--- src/rtl/crd_pkg.sv ---
// ----------------------------------------------------------------------------
// crd_pkg
// Shared types and constants of the checksummed reply deframer: frame header
// codes, result kinds, configuration register indexes and state structs.
// ----------------------------------------------------------------------------
package crd_pkg;

    localparam int unsigned BYTE_W      = 8;
    localparam int unsigned KIND_W      = 3;
    localparam int unsigned CFG_INDEX_W = 2;

    // Frame header bytes
    localparam logic [BYTE_W-1:0] SYNC_FIRST   = 8'hAE;
    localparam logic [BYTE_W-1:0] SYNC_SECOND  = 8'hD0;
    localparam logic [BYTE_W-1:0] DIR_REPLY    = 8'h02;
    localparam logic [BYTE_W-1:0] HEADER_BYTES = 8'd6;
    // Position of the first byte after the header, where the header verdict falls
    localparam logic [BYTE_W-1:0] HEADER_LAST  = 8'd5;

    // Header byte positions
    localparam logic [2:0] POS_SYNC_FIRST  = 3'd0;
    localparam logic [2:0] POS_SYNC_SECOND = 3'd1;
    localparam logic [2:0] POS_LENGTH      = 3'd2;
    localparam logic [2:0] POS_COMMAND     = 3'd3;

    // Configuration register indexes
    localparam logic [CFG_INDEX_W-1:0] CFG_EXPECTED_COMMAND = 2'd0;
    localparam logic [CFG_INDEX_W-1:0] CFG_PAYLOAD_CAPACITY = 2'd1;

    localparam logic [BYTE_W-1:0] CAPACITY_RESET = 8'd249;

    typedef enum logic [KIND_W-1:0] {
        KIND_PAYLOAD    = 3'd0,
        KIND_OK         = 3'd1,
        KIND_CKSUM_BAD  = 3'd2,
        KIND_HEADER_BAD = 3'd3,
        KIND_LENGTH_BAD = 3'd4
    } t_kind;

    // Per-frame receive state
    typedef struct packed {
        logic [BYTE_W-1:0] byte_count;
        logic [BYTE_W-1:0] running_sum;
        logic [BYTE_W-1:0] frame_length;
        logic              header_ok;
    } t_frame_state;

    localparam t_frame_state FRAME_CLEAR = '{
        byte_count:   '0,
        running_sum:  '0,
        frame_length: '0,
        header_ok:    1'b1
    };

    // One result item
    typedef struct packed {
        t_kind             kind;
        logic [BYTE_W-1:0] value;
        logic [BYTE_W-1:0] payload_index;
    } t_result;

endpackage

--- src/rtl/checksummed_reply_deframer_unit.sv ---
// ----------------------------------------------------------------------------
// checksummed_reply_deframer_unit
// Receives reply bytes, checks header and additive checksum, passes payload.
// ----------------------------------------------------------------------------
// The unit takes one byte per cycle while the output accepts results; output
// back-pressure stalls the input. Each byte passes an input register, one step
// of header compare and 8-bit sum, and an output register, in that order.
// A frame is AE D0, length, command, direction 02, payload, checksum.
// Payload bytes leave with tuser = 0, verdicts with tuser = 1 (ok, count in
// tdata[7:0]), 2 (checksum bad), 3 (header rejected), 4 (length under six).
// tuser bit 0 on the input restarts the frame at that byte. Write the command
// and capacity registers only while no bytes are in flight.
// ----------------------------------------------------------------------------
module checksummed_reply_deframer_unit (
    input  logic                             i_clk,
    input  logic                             i_rst_n,
    // Configuration write channel
    input  logic                             i_cfg_valid,
    output logic                             o_cfg_ready,
    input  logic [crd_pkg::CFG_INDEX_W-1:0]  i_cfg_index,
    input  logic [crd_pkg::BYTE_W-1:0]       i_cfg_data,
    // Byte input stream
    input  logic                             i_s_tvalid,
    output logic                             o_s_tready,
    input  logic [7:0]                       i_s_tdata,   // [7:0] rx_byte
    input  logic                             i_s_tuser,   // [0] restart
    // Result output stream
    output logic                             o_m_tvalid,
    input  logic                             i_m_tready,
    output logic [15:0]                      o_m_tdata,   // [7:0] value, [15:8] payload_index
    output logic [crd_pkg::KIND_W-1:0]       o_m_tuser    // [2:0] kind
);
    import crd_pkg::*;

    logic [BYTE_W-1:0] r_expected_command;
    logic [BYTE_W-1:0] r_payload_capacity;

    logic              r_in_valid;
    logic [BYTE_W-1:0] r_in_byte;
    logic              r_in_restart;

    t_frame_state      r_state;
    t_frame_state      n_state;
    logic              step_valid;
    t_result           step_result;

    logic              r_out_valid;
    t_result           r_out;

    logic              out_free;
    logic              proc_fire;

    assign o_cfg_ready = 1'b1;
    assign out_free    = !r_out_valid || i_m_tready;
    assign proc_fire   = r_in_valid && out_free;
    assign o_s_tready  = !r_in_valid || proc_fire;

    // Configuration registers
    always_ff @(posedge i_clk) begin
        if (!i_rst_n) begin
            r_expected_command <= '0;
            r_payload_capacity <= CAPACITY_RESET;
        end else if (i_cfg_valid && o_cfg_ready) begin
            if (i_cfg_index == CFG_EXPECTED_COMMAND) r_expected_command <= i_cfg_data;
            if (i_cfg_index == CFG_PAYLOAD_CAPACITY) r_payload_capacity <= i_cfg_data;
        end
    end

    // Input register: hold a request until the step can run
    always_ff @(posedge i_clk) begin
        if (!i_rst_n) begin
            r_in_valid <= 1'b0;
        end else if (o_s_tready) begin
            r_in_valid <= i_s_tvalid;
        end
    end

    always_ff @(posedge i_clk) begin
        if (i_s_tvalid && o_s_tready) begin
            r_in_byte    <= i_s_tdata;
            r_in_restart <= i_s_tuser;
        end
    end

    crd_step u_step (
        .i_state            (r_state),
        .i_rx_byte          (r_in_byte),
        .i_restart          (r_in_restart),
        .i_expected_command (r_expected_command),
        .i_payload_capacity (r_payload_capacity),
        .o_state            (n_state),
        .o_result_valid     (step_valid),
        .o_result           (step_result)
    );

    // Frame state advances once per processed byte
    always_ff @(posedge i_clk) begin
        if (!i_rst_n) begin
            r_state <= FRAME_CLEAR;
        end else if (proc_fire) begin
            r_state <= n_state;
        end
    end

    // Output register
    always_ff @(posedge i_clk) begin
        if (!i_rst_n) begin
            r_out_valid <= 1'b0;
        end else if (out_free) begin
            r_out_valid <= proc_fire && step_valid;
        end
    end

    always_ff @(posedge i_clk) begin
        if (proc_fire && step_valid) begin
            r_out <= step_result;
        end
    end

    assign o_m_tvalid = r_out_valid;
    assign o_m_tuser  = r_out.kind;
    assign o_m_tdata  = {r_out.payload_index, r_out.value};

    // A verdict always leaves the receiver cleared
    a_verdict_clears: assert property (@(posedge i_clk) disable iff (!i_rst_n)
        proc_fire && step_valid && (step_result.kind != KIND_PAYLOAD)
        |=> (r_state.byte_count == '0) && r_state.header_ok)
        else $error("frame state not cleared after verdict");

    // Inside the payload the count stays below the frame length
    a_count_in_frame: assert property (@(posedge i_clk) disable iff (!i_rst_n)
        (r_state.byte_count > HEADER_LAST) |-> (r_state.frame_length > r_state.byte_count))
        else $error("byte count ran past frame length");

    // Payload results only below capacity
    a_payload_in_capacity: assert property (@(posedge i_clk) disable iff (!i_rst_n)
        r_out_valid && (r_out.kind == KIND_PAYLOAD)
        |-> (r_out.payload_index < r_payload_capacity))
        else $error("payload byte beyond capacity");

    // Input side stalls only with a byte held
    a_stall_has_byte: assert property (@(posedge i_clk) disable iff (!i_rst_n)
        !o_s_tready |-> r_in_valid && r_out_valid && !i_m_tready)
        else $error("input stalled without cause");

endmodule

--- src/rtl/crd_step.sv ---
// ----------------------------------------------------------------------------
// crd_step
// Next-state and result logic for one received byte: header compares,
// running checksum, payload passing and frame verdicts.
// ----------------------------------------------------------------------------
module crd_step (
    input  crd_pkg::t_frame_state       i_state,
    input  logic [crd_pkg::BYTE_W-1:0]  i_rx_byte,
    input  logic                        i_restart,
    input  logic [crd_pkg::BYTE_W-1:0]  i_expected_command,
    input  logic [crd_pkg::BYTE_W-1:0]  i_payload_capacity,
    output crd_pkg::t_frame_state       o_state,
    output logic                        o_result_valid,
    output crd_pkg::t_result            o_result
);
    import crd_pkg::*;

    t_frame_state      cur;
    logic [BYTE_W-1:0] pos;
    logic [BYTE_W-1:0] sum_next;
    logic [BYTE_W-1:0] payload_len;
    logic [BYTE_W-1:0] payload_idx;
    logic              at_verdict;
    logic              at_end;

    // Restart clears the frame before this byte is looked at
    assign cur         = i_restart ? FRAME_CLEAR : i_state;
    assign pos         = cur.byte_count;
    assign sum_next    = cur.running_sum + i_rx_byte;
    assign payload_len = cur.frame_length - HEADER_BYTES;
    assign payload_idx = pos - HEADER_LAST;
    assign at_verdict  = (pos == HEADER_LAST);
    assign at_end      = (pos == cur.frame_length - 8'd1);

    always_comb begin
        o_state        = cur;
        o_result_valid = 1'b0;
        o_result       = '{kind: KIND_PAYLOAD, value: '0, payload_index: '0};

        priority if (pos < HEADER_LAST) begin
            // Compare header bytes, capture the length
            unique case (pos[2:0])
                POS_SYNC_FIRST:  if (i_rx_byte != SYNC_FIRST)  o_state.header_ok = 1'b0;
                POS_SYNC_SECOND: if (i_rx_byte != SYNC_SECOND) o_state.header_ok = 1'b0;
                POS_LENGTH:      o_state.frame_length = i_rx_byte;
                POS_COMMAND:     if (i_rx_byte != i_expected_command) o_state.header_ok = 1'b0;
                default:         if (i_rx_byte != DIR_REPLY)   o_state.header_ok = 1'b0;
            endcase
            o_state.running_sum = sum_next;
            o_state.byte_count  = pos + 8'd1;
        end else if (at_verdict && !cur.header_ok) begin
            // Drop the frame on a header mismatch
            o_state        = FRAME_CLEAR;
            o_result_valid = 1'b1;
            o_result.kind  = KIND_HEADER_BAD;
        end else if (at_verdict && (cur.frame_length < HEADER_BYTES)) begin
            o_state        = FRAME_CLEAR;
            o_result_valid = 1'b1;
            o_result.kind  = KIND_LENGTH_BAD;
        end else if (at_end) begin
            // Checksum byte: give the frame verdict
            o_state        = FRAME_CLEAR;
            o_result_valid = 1'b1;
            if (cur.running_sum == i_rx_byte) begin
                o_result.kind  = KIND_OK;
                o_result.value = (payload_len > i_payload_capacity) ? i_payload_capacity
                                                                     : payload_len;
            end else begin
                o_result.kind  = KIND_CKSUM_BAD;
            end
        end else begin
            // Payload byte: pass on while under capacity
            o_state.running_sum = sum_next;
            o_state.byte_count  = pos + 8'd1;
            if (payload_idx < i_payload_capacity) begin
                o_result_valid         = 1'b1;
                o_result.kind          = KIND_PAYLOAD;
                o_result.value         = i_rx_byte;
                o_result.payload_index = payload_idx;
            end
        end
    end

endmodule

--- config.mk ---
export PLATFORM = sky130hd
export DESIGN_NAME = checksummed_reply_deframer_unit
export DESIGN_NICKNAME = d
export VERILOG_FILES = /design/src/rtl/crd_pkg.sv /design/src/rtl/checksummed_reply_deframer_unit.sv /design/src/rtl/crd_step.sv
export SDC_FILE = /design/constraint.sdc
export NUM_CORES = 1
export LEC_CHECK = 0
export ABC_AREA = 0
export BUFFER_PORTS_ARGS = -buffer_cell sky130_fd_sc_hd__buf_2
export CELL_PAD_IN_SITES_DETAIL_PLACEMENT = 1
export CELL_PAD_IN_SITES_GLOBAL_PLACEMENT = 2
export CORE_MARGIN = 8
export CORE_UTILIZATION = 39
export DETAILED_ROUTE_END_ITERATION = 7
export MAX_ROUTING_LAYER = met4
export PLACE_DENSITY_LB_ADDON = 0.15
export SKIP_CTS_REPAIR_TIMING = 1
export SYNTH_ARGS = -nofsm -noshare
export SYNTH_HDL_FRONTEND = slang
export SYNTH_SLANG_ARGS = --single-unit
--- constraint.sdc ---
create_clock -name i_clk -period 14.8 [get_ports i_clk]
set_input_delay 0.74 -clock i_clk [delete_from_list [all_inputs] [get_ports i_clk]]
set_output_delay 0.74 -clock i_clk [all_outputs]
set_load 0.02 [all_outputs]
==> metrics.yaml, run 1 <==
pwr:
  p_per_area_mw_per_mm2: 101.9
  seqPwrFrac: 0.423
  p_int_uw: 380.0
  pwr-share-clk: 0.465
  peakVddDrop_uv: 53.37
  power_frac_comb: 0.112
  p_sw_uw: 132.7
  p_leak_uw: 0.002008
  p_sw_frac: 0.2588
  power_uw: 512.7
detailed_routing:
  drt_iter0_markers: 260
  drc_errors: 0
  postRouteAntennaNets: 0
  routed_wl_um: 13260
  via_per_inst: 5.633
  wl_per_cell_um: 20.18
  drtPass1Iterations: 5
  vias: 3701
cts:
  cts.sinks: 71
  ctsLongestPathBuffers: 2
  numCtsBuffers: 9
  clk_pin_slew_ns: 0.06
  tritoncts: "done"
  clock_latency_ns: 0.33
  htreeDepth: 3
  ctsRootBufferMaster: "clkbuf_16"
sta:
  hold_viol_final: 0
  report.final.slew_viol_count: 0
  worst_pin_slew_ns: 1.037
  fin_crit_sh: 0.3027
  clock_skew_ns: 0.008634
  finalSetupViolCount: 0
  setup_slack_ns: 10.32
  relSlewSlack: 0.3085
  tns_ns: 0
  period_minus_slack_ns: 4.480
  max_freq_mhz: 223.2
  grt_setup_unrepaired: "no"
logic_synthesis:
  synth_area_mm2: 0.004393
  ys_ff_latch: 71
  synthCells: 478
  synth_top_flop_cell: "dfxtp_1"
  yosysTopAreaCell: "dfxtp_1"
  async_reset_ff_frac: 0
  synth.distinct_cells: 64
  ys_seq_area_frac: 0.3874
  synth-edff-count: 28
  netlist_top_cells_area: "dfxtp_1 (20%), edfxtp_1 (19%), ha_1 (8.8%)"
  yosys_warnings: 0
  synth.net_count: 534
  synth_top_cell_area_share: 0.1960
  avgSynthCellArea_um2: 9.190
critical_path:
  arrival_ns: 4.55
  slowest_delay_ns: 0.80
  path_cells: "buf_4 -> inv_1 -> nand2_1 -> inv_1 -> ha_1 -> o311ai_0 -> o211ai_1 -> ha_1 -> a21oi_1 -> o21ai_0 -> mux2i_1 -> a21oi_1 -> mux2i_1 -> a2bb2oi_1 -> nor2_1"
  ff2ff_setup_slack_ns: 10.32
  path_depth: 15
  end_kind: "flip-flop"
  cp_max_fo: 27
  cp-start-kind: "flip-flop"
  criticalPathCategory: "flip-flop to flip-flop"
  cp_top_family: "compound AO/OA/AOI/OAI gates"
  worst_r2r_path_depth: 15
  cp_slowest_cell: "a21oi_1"
  cp_num_buf_inv: 3
  cp_data_required_time_ns: 14.87
grt:
  grt_overflow: 0
  antenna_found_initial: 0
  grt_pass1_wl_um: 21080
  grt_max_degree: 28
  grt_pass1_vias: 3824
  grt_use_total: 0.1895
run_status:
  status: "finished clean"
floorplan:
  rows: 38
  start_util: 0.4017
  core-area_mm2: 0.01094
  io_pins: 46
  die_x_um: 122.1
  dieArea_mm2: 0.01492
  fp.dieH_um: 122.1
min_path:
  holdPathStages: 2
  hold_class: "flip-flop to flip-flop"
placed_design:
  post-place-ws_ns: 10.32
  post-dp-hpwl_um: 9867
  gp_congestion: 0.8241
  place_area_mm2: 0.004707
  port_buffers: 44
layout:
  area_growth_pct: 14.50
  utilization: 0.4600
  final_area_mm2: 0.005030
  final_nets: 568
  drive_gt1_frac: 0.1412
  diodes: 0
  layout_common_cells: "nand2_1 (45), buf_2 (44), dfxtp_1 (43)"
  final_common_cell: "nand2_1"
job:
  drv_cap: 0
-- state kept, by name, summed over array words and instances (netlist names) --
name	cells
r_in_valid	1
r_in_restart	1
o_m_tvalid	1
r_state	25
r_in_byte	8
o_m_tdata	16
r_expected_command	8
o_m_tuser	3
r_payload_capacity	8
-- per-layer routing --
metal  vias up  part of all wire  GRT usage
met3        10             0.053    0.03378
met2        86              0.49     0.3013
met4         0            0.0091    0.06398
li1       1797                 -          -
met1      1808              0.45     0.2381
met5         -                 0          -
-- cells in the mapped netlist (all sizes together), types with 9 or more instances --
cell	number
a21o	9
a21oi	32
buf	10
clkbuf	15
dfxtp	43
edfxtp	28
ha	31
inv	22
mux2i	16
nand2	45
nand3	12
nor2	39
nor2b	18
o21ai	11
xnor2	15
xor2	15
-- through the flow --
stage	hold slack, ns	std cells
after detailed placement	0.4419	641
after global placement	0.4364	641
final	0.4467	657
after global routing	0.4707	657
after CTS	0.4497	657
after floorplan	0.4273	478
-- layout make-up --
| cell class | count | area, um^2 |
|---|---|---|
| clock buffers | 10 | 229.0 |
| fillers | 1299 | 5906 |
| repair buffers | 48 | 250.2 |
| well taps | 140 | 175.2 |
| flip-flops and latches | 71 | 1702 |
| clock inverters | 6 | 93.84 |
| multi-input cells | 359 | 2494 |
| inverters | 23 | 86.33 |
-- worst reg2reg max path, cell delays in order, from the launching register on --
cell and delay (ns):
edfxtp_1 0.32, buf_4 0.29, inv_1 0.39, nand2_1 0.30
inv_1 0.07, ha_1 0.24, o311ai_0 0.33, o211ai_1 0.19
ha_1 0.34, a21oi_1 0.07, o21ai_0 0.22, mux2i_1 0.11
a21oi_1 0.80, mux2i_1 0.30, a2bb2oi_1 0.18, nor2_1 0.06
-- kinds of logic (layout without fill, tap and decap cells) --
logic type | count (synthesis) | after routing | share of synthesized area
AO/OA/AOI/OAI | 110 | 110 | 0.1740
XOR/XNOR | 30 | 30 | 0.05981
AND/OR/NAND/NOR | 170 | 170 | 0.2025
adder cells (fa/ha/maj) | 32 | 32 | 0.09285
other | 1 | 1 | 0.0008536
buffers and inverters | 48 | 87 | 0.04614
multiplexers | 16 | 16 | 0.03646
flip-flops | 71 | 71 | 0.3874
-- power groups by stage --
stage               combinational [uW]  sequential, uW  clock (uW)
floorplan                         41.6             216           0
global placement                  55.2             221           0
detailed placement                57.2             221           0
CTS                               57.5             217         242
global route                      63.7             218         250
finish                            57.3             217         238
-- final timing paths --
check,from,end
worst min register to register,r_state[15]$_SDFFE_PN0P_,r_state[15]$_SDFFE_PN0P_
worst min-delay path,r_state[15]$_SDFFE_PN0P_,r_state[15]$_SDFFE_PN0P_
worst max register to register,r_in_restart$_DFFE_PP_,o_m_tdata[5]$_SDFFCE_PP0P_
worst max-delay path,r_in_restart$_DFFE_PP_,o_m_tdata[5]$_SDFFCE_PP0P_
Note: power is estimated with default switching activity, not from simulation.
==> inputs of run 2 (changes only) <==
CORE_UTILIZATION = 37   (was 39)
clock period = 4.3 ns   (was 14.8 ns; I/O delays follow)
==> metrics.yaml, run 2 (same netlist as run 1, synthesis figures left out) <==
grt:
  grt_use_total: 0.1856
  antenna_found_initial: 0
  grt_max_degree: 27
  grt_pass1_wl_um: 21610
  grt_overflow: 0
  grt_pass1_vias: 3850
critical_path:
  end_kind: "flip-flop"
  cp-start-kind: "flip-flop"
  cp_data_required_time_ns: 4.48
  criticalPathCategory: "flip-flop to flip-flop"
  arrival_ns: 4.22
  cp_max_fo: 9
  ff2ff_setup_slack_ns: 0.26
sta:
  report.final.slew_viol_count: 0
  fin_hold_ws_ns: 0.03130
  hold_viol_final: 0
  period_minus_slack_ns: 4.039
  relSlewSlack: 0.3807
  fin_crit_sh: 0.9393
  max_freq_mhz: 247.6
  worst_pin_slew_ns: 0.9218
  grt_setup_unrepaired: "no"
  finalSetupViolCount: 0
  clock_skew_ns: 0.008680
  tns_ns: 0
pwr:
  seqPwrFrac: 0.434
  p_sw_uw: 468.4
  pwr-share-clk: 0.450
  p_sw_frac: 0.2717
  p_int_uw: 1256
  p_per_area_mw_per_mm2: 341.1
  p_leak_uw: 0.002030
  peakVddDrop_uv: 264.2
  power_frac_comb: 0.116
cts:
  ctsRootBufferMaster: "clkbuf_16"
  numCtsBuffers: 9
  clock_latency_ns: 0.35
  ctsLongestPathBuffers: 2
  tritoncts: "done"
  clk_pin_slew_ns: 0.07
  cts.sinks: 71
  htreeDepth: 3
layout:
  final-seq-area_mm2: 0.001702
  drive_gt1_frac: 0.1513
  final_nets: 573
  diodes: 0
  utilization: 0.4280
  multi_input_area_mm2: 0.002494
  largest_register_ffs: 25
  largest-register: "r_state"
  layout_common_cells: "nand2_1 (45), buf_2 (44), dfxtp_1 (43)"
  final_common_cell: "nand2_1"
  area_growth_pct: 15.07
  fillers: 1361
floorplan:
  start_util: 0.3719
  io_pins: 46
  dieArea_mm2: 0.01562
  fp.dieH_um: 125.0
  rows: 40
  core-area_mm2: 0.01181
  die_x_um: 125.0
detailed_routing:
  via_per_inst: 5.484
  postRouteAntennaNets: 0
  vias: 3669
  routed_wl_um: 13680
  drtPass1Iterations: 4
  drt_iter0_markers: 164
  drc_errors: 0
  wl_per_cell_um: 20.45
placed_design:
  post-dp-hpwl_um: 10580
  gp_congestion: 0.8582
  port_buffers: 44
min_path:
  hold_class: "primary input to flip-flop"
run_status:
  status: "finished clean"
job:
  drv_cap: 0
run 2: cell types whose count changed in the layout (fill, tap and decap cells not counted), sizes merged:
cell	change
clkinvlp	-1
bufinv	-1
buf	+5
inv	+3
clkbuf	-1
run 2: critical path, cell delays in order (launching register included):
cell	delay, ns
dfxtp_1	0.48
nor2b_1	0.37
inv_1	0.15
ha_1	0.23
inv_1	0.06
a21oi_1	0.13
nand2_1	0.13
xor2_1	0.20
nand2_1	0.10
ha_1	0.30
and3_1	0.19
a221oi_1	0.53
and2_1	0.50
nand3_2	0.25
a21oi_1	0.26
run 2: power by group through the flow:
stage | registers, uW | logic [uW] | clock network, uW
floorplan | 745 | 144 | 0
global placement | 762 | 194 | 0
detailed placement | 763 | 200 | 0
CTS | 748 | 202 | 795
global route | 751 | 224 | 819
finish | 747 | 201 | 776
run 2: metal layers:
layer | routed length, um | up-vias | GRT usage
li1 | - | 1807 | -
met1 | 6296 | 1771 | 0.2250
met2 | 6480 | 74 | 0.2969
met3 | 622 | 17 | 0.03782
met4 | 282 | 0 | 0.07521
met5 | 0 | - | -
run 2: layout make-up:
cell class | instances | share of cell area
flip-flops and latches | 71 | 0.3366
clock inverters | 7 | 0.01510
repair buffers | 53 | 0.05693
inverters | 23 | 0.01708
well taps | 147 | 0.03639
multi-input cells | 359 | 0.4933
clock buffers | 9 | 0.04455
run 2: path summary, 6_finish.rpt:
| check | start | end | cells past startpoint |
|---|---|---|---|
| max | r_state[17]$_SDFFE_PN0P_ | o_m_tdata[14]$_SDFFCE_PP0P_ | 14 |
| min | i_s_tdata[6] | r_in_byte[6]$_DFFE_PP_ | 1 |
| max reg2reg | r_state[17]$_SDFFE_PN0P_ | o_m_tdata[14]$_SDFFCE_PP0P_ | 14 |
| min reg2reg | r_state[15]$_SDFFE_PN0P_ | r_state[15]$_SDFFE_PN0P_ | 2 |
run 2: stage by stage:
stage          worst slack [ns]  instance area [um^2]  instances  total power (uW)
2_1_floorplan            0.1332                  4398        478             888.5
3_3_place_gp             0.4095                  4753        653             956.6
3_5_place_dp             0.2876                  4753        653             963.2
4_1_cts                  0.2584                  5055        669              1745
5_1_grt                0.009499                  5055        669              1794
6_report                 0.2610                  5055        669              1724
==> inputs of run 3 (changes only) <==
HOLD_SLACK_MARGIN = 0.05   (was default)
==> metrics.yaml, run 3 (same netlist as run 1, synthesis figures left out) <==
pwr:
  p_sw_uw: 470.7
  p_leak_uw: 0.002064
  p_per_area_mw_per_mm2: 337.1
  peakVddDrop_uv: 266.5
  power_frac_comb: 0.119
  seqPwrFrac: 0.432
  p_sw_frac: 0.2719
  pwr-share-clk: 0.449
  p_int_uw: 1260
sta:
  finalSetupViolCount: 0
  grt_setup_unrepaired: "no"
  worst_pin_slew_ns: 0.9066
  report.final.slew_viol_count: 0
  clock_skew_ns: 0.008673
  fin_hold_ws_ns: 0.07662
  period_minus_slack_ns: 4.041
  fin_crit_sh: 0.9398
  hold_viol_final: 0
  max_freq_mhz: 247.5
  relSlewSlack: 0.3909
  tns_ns: 0
cts:
  tritoncts: "done"
  ctsRootBufferMaster: "clkbuf_16"
  numCtsBuffers: 9
  htreeDepth: 3
  clk_pin_slew_ns: 0.06
  clock_latency_ns: 0.35
  cts.sinks: 71
  ctsLongestPathBuffers: 2
critical_path:
  arrival_ns: 4.22
  worst_r2r_path_depth: 14
  r2r_end: "o_m_tdata[14]$_SDFFCE_PP0P_"
  cp_max_fo: 9
  criticalPathCategory: "flip-flop to flip-flop"
  cp_data_required_time_ns: 4.48
  rr_startpoint: "r_in_restart$_DFFE_PP_"
  cp-start-kind: "flip-flop"
  end_kind: "flip-flop"
  ff2ff_setup_slack_ns: 0.26
min_path:
  holdPathStages: 1
  hold_class: "primary input to flip-flop"
  worstHoldStart: "i_s_tuser"
  holdPathEnd: "r_in_restart$_DFFE_PP_"
grt:
  antenna_found_initial: 0
  grt_max_degree: 27
  grt_pass1_wl_um: 21610
  grt_use_total: 0.1856
  grt_pass1_vias: 3850
  grt_overflow: 0
placed_design:
  gp_congestion: 0.8582
  port_buffers: 44
  post-dp-hpwl_um: 10580
detailed_routing:
  vias: 3689
  wl_per_cell_um: 20.32
  drtPass1Iterations: 4
  wl_met3_um: 476
  drt_iter0_markers: 172
  routed_wl_um: 13750
  postRouteAntennaNets: 0
  wl_met2_um: 6527
  wl_met1_um: 6468
  via_per_inst: 5.449
  top_layer: "met4"
  drc_errors: 0
layout:
  area_growth_pct: 16.89
  final_common_cell: "nand2_1"
  final_nets: 581
  drive_gt1_frac: 0.1491
  diodes: 0
  largest-register: "r_state"
  layout_common_cells: "nand2_1 (45), buf_2 (44), dfxtp_1 (43)"
  fillers: 1352
  largest_register_ffs: 25
  utilization: 0.4347
floorplan:
  start_util: 0.3719
  dieArea_mm2: 0.01562
  fp.dieH_um: 125.0
  die_x_um: 125.0
  io_pins: 46
  core-area_mm2: 0.01181
  rows: 40
job:
  drv_cap: 0
run_status:
  status: "finished clean"
run 3: final cells by class:
cell class | instances | area (um^2) | share of cell area
timing repair buffer | 61 | 367.9 | 0.07164
sequential | 71 | 1702 | 0.3314
multi-input combinational | 359 | 2494 | 0.4856
inverter | 23 | 86.33 | 0.01681
tap | 147 | 183.9 | 0.03582
clock inverter | 7 | 76.32 | 0.01486
clock buffer | 9 | 225.2 | 0.04386
run 3: worst max-delay path by stage:
stage	from	endpoint	slack [ns]	cells past startpoint
after floorplan	r_in_restart$_DFFE_PP_	o_m_tdata[0]$_SDFFCE_PP0P_	0.13	16
after global routing	r_state[17]$_SDFFE_PN0P_	o_m_tdata[14]$_SDFFCE_PP0P_	0.009	14
after global placement	r_state[17]$_SDFFE_PN0P_	o_m_tdata[15]$_SDFFCE_PP0P_	0.41	14
final	r_in_restart$_DFFE_PP_	o_m_tdata[14]$_SDFFCE_PP0P_	0.26	14
after detailed placement	r_state[17]$_SDFFE_PN0P_	o_m_tdata[14]$_SDFFCE_PP0P_	0.29	14
after CTS	r_state[17]$_SDFFE_PN0P_	o_m_tdata[14]$_SDFFCE_PP0P_	0.26	14
run 3: power groups by stage:
| stage | clock network, uW | logic (uW) | registers (uW) |
|---|---|---|---|
| after floorplan | 0 | 144 | 745 |
| final | 777 | 206 | 748 |
| after global routing | 819 | 230 | 751 |
| after CTS | 795 | 202 | 748 |
| after global placement | 0 | 194 | 762 |
| after detailed placement | 0 | 200 | 763 |
run 3: layer usage:
metal  track usage  vias to the layer above
li1              -                     1824
met1        0.2250                     1785
met2        0.2969                       63
met3       0.03782                       17
met4       0.07521                        0
met5             -                        -
run 3: worst max-delay path, cell delays in order (launching register included):
cell,delay [ns]
edfxtp_1,0.50
nor2b_1,0.34
inv_1,0.14
ha_1,0.23
inv_1,0.06
a21oi_1,0.13
nand2_1,0.13
xor2_1,0.20
nand2_1,0.10
ha_1,0.30
and3_1,0.19
a221oi_1,0.54
and2_1,0.51
nand3_2,0.25
a21oi_1,0.25
run 3: through the flow:
step	cell area [um^2]	worst slack [ns]	total power, uW	std cells
after floorplan	4398	0.1332	888.5	478
after global placement	4753	0.4095	956.6	653
after detailed placement	4753	0.2876	963.2	653
after CTS	5055	0.2584	1745	669
after global routing	5135	0.009499	1801	677
final	5135	0.2589	1731	677
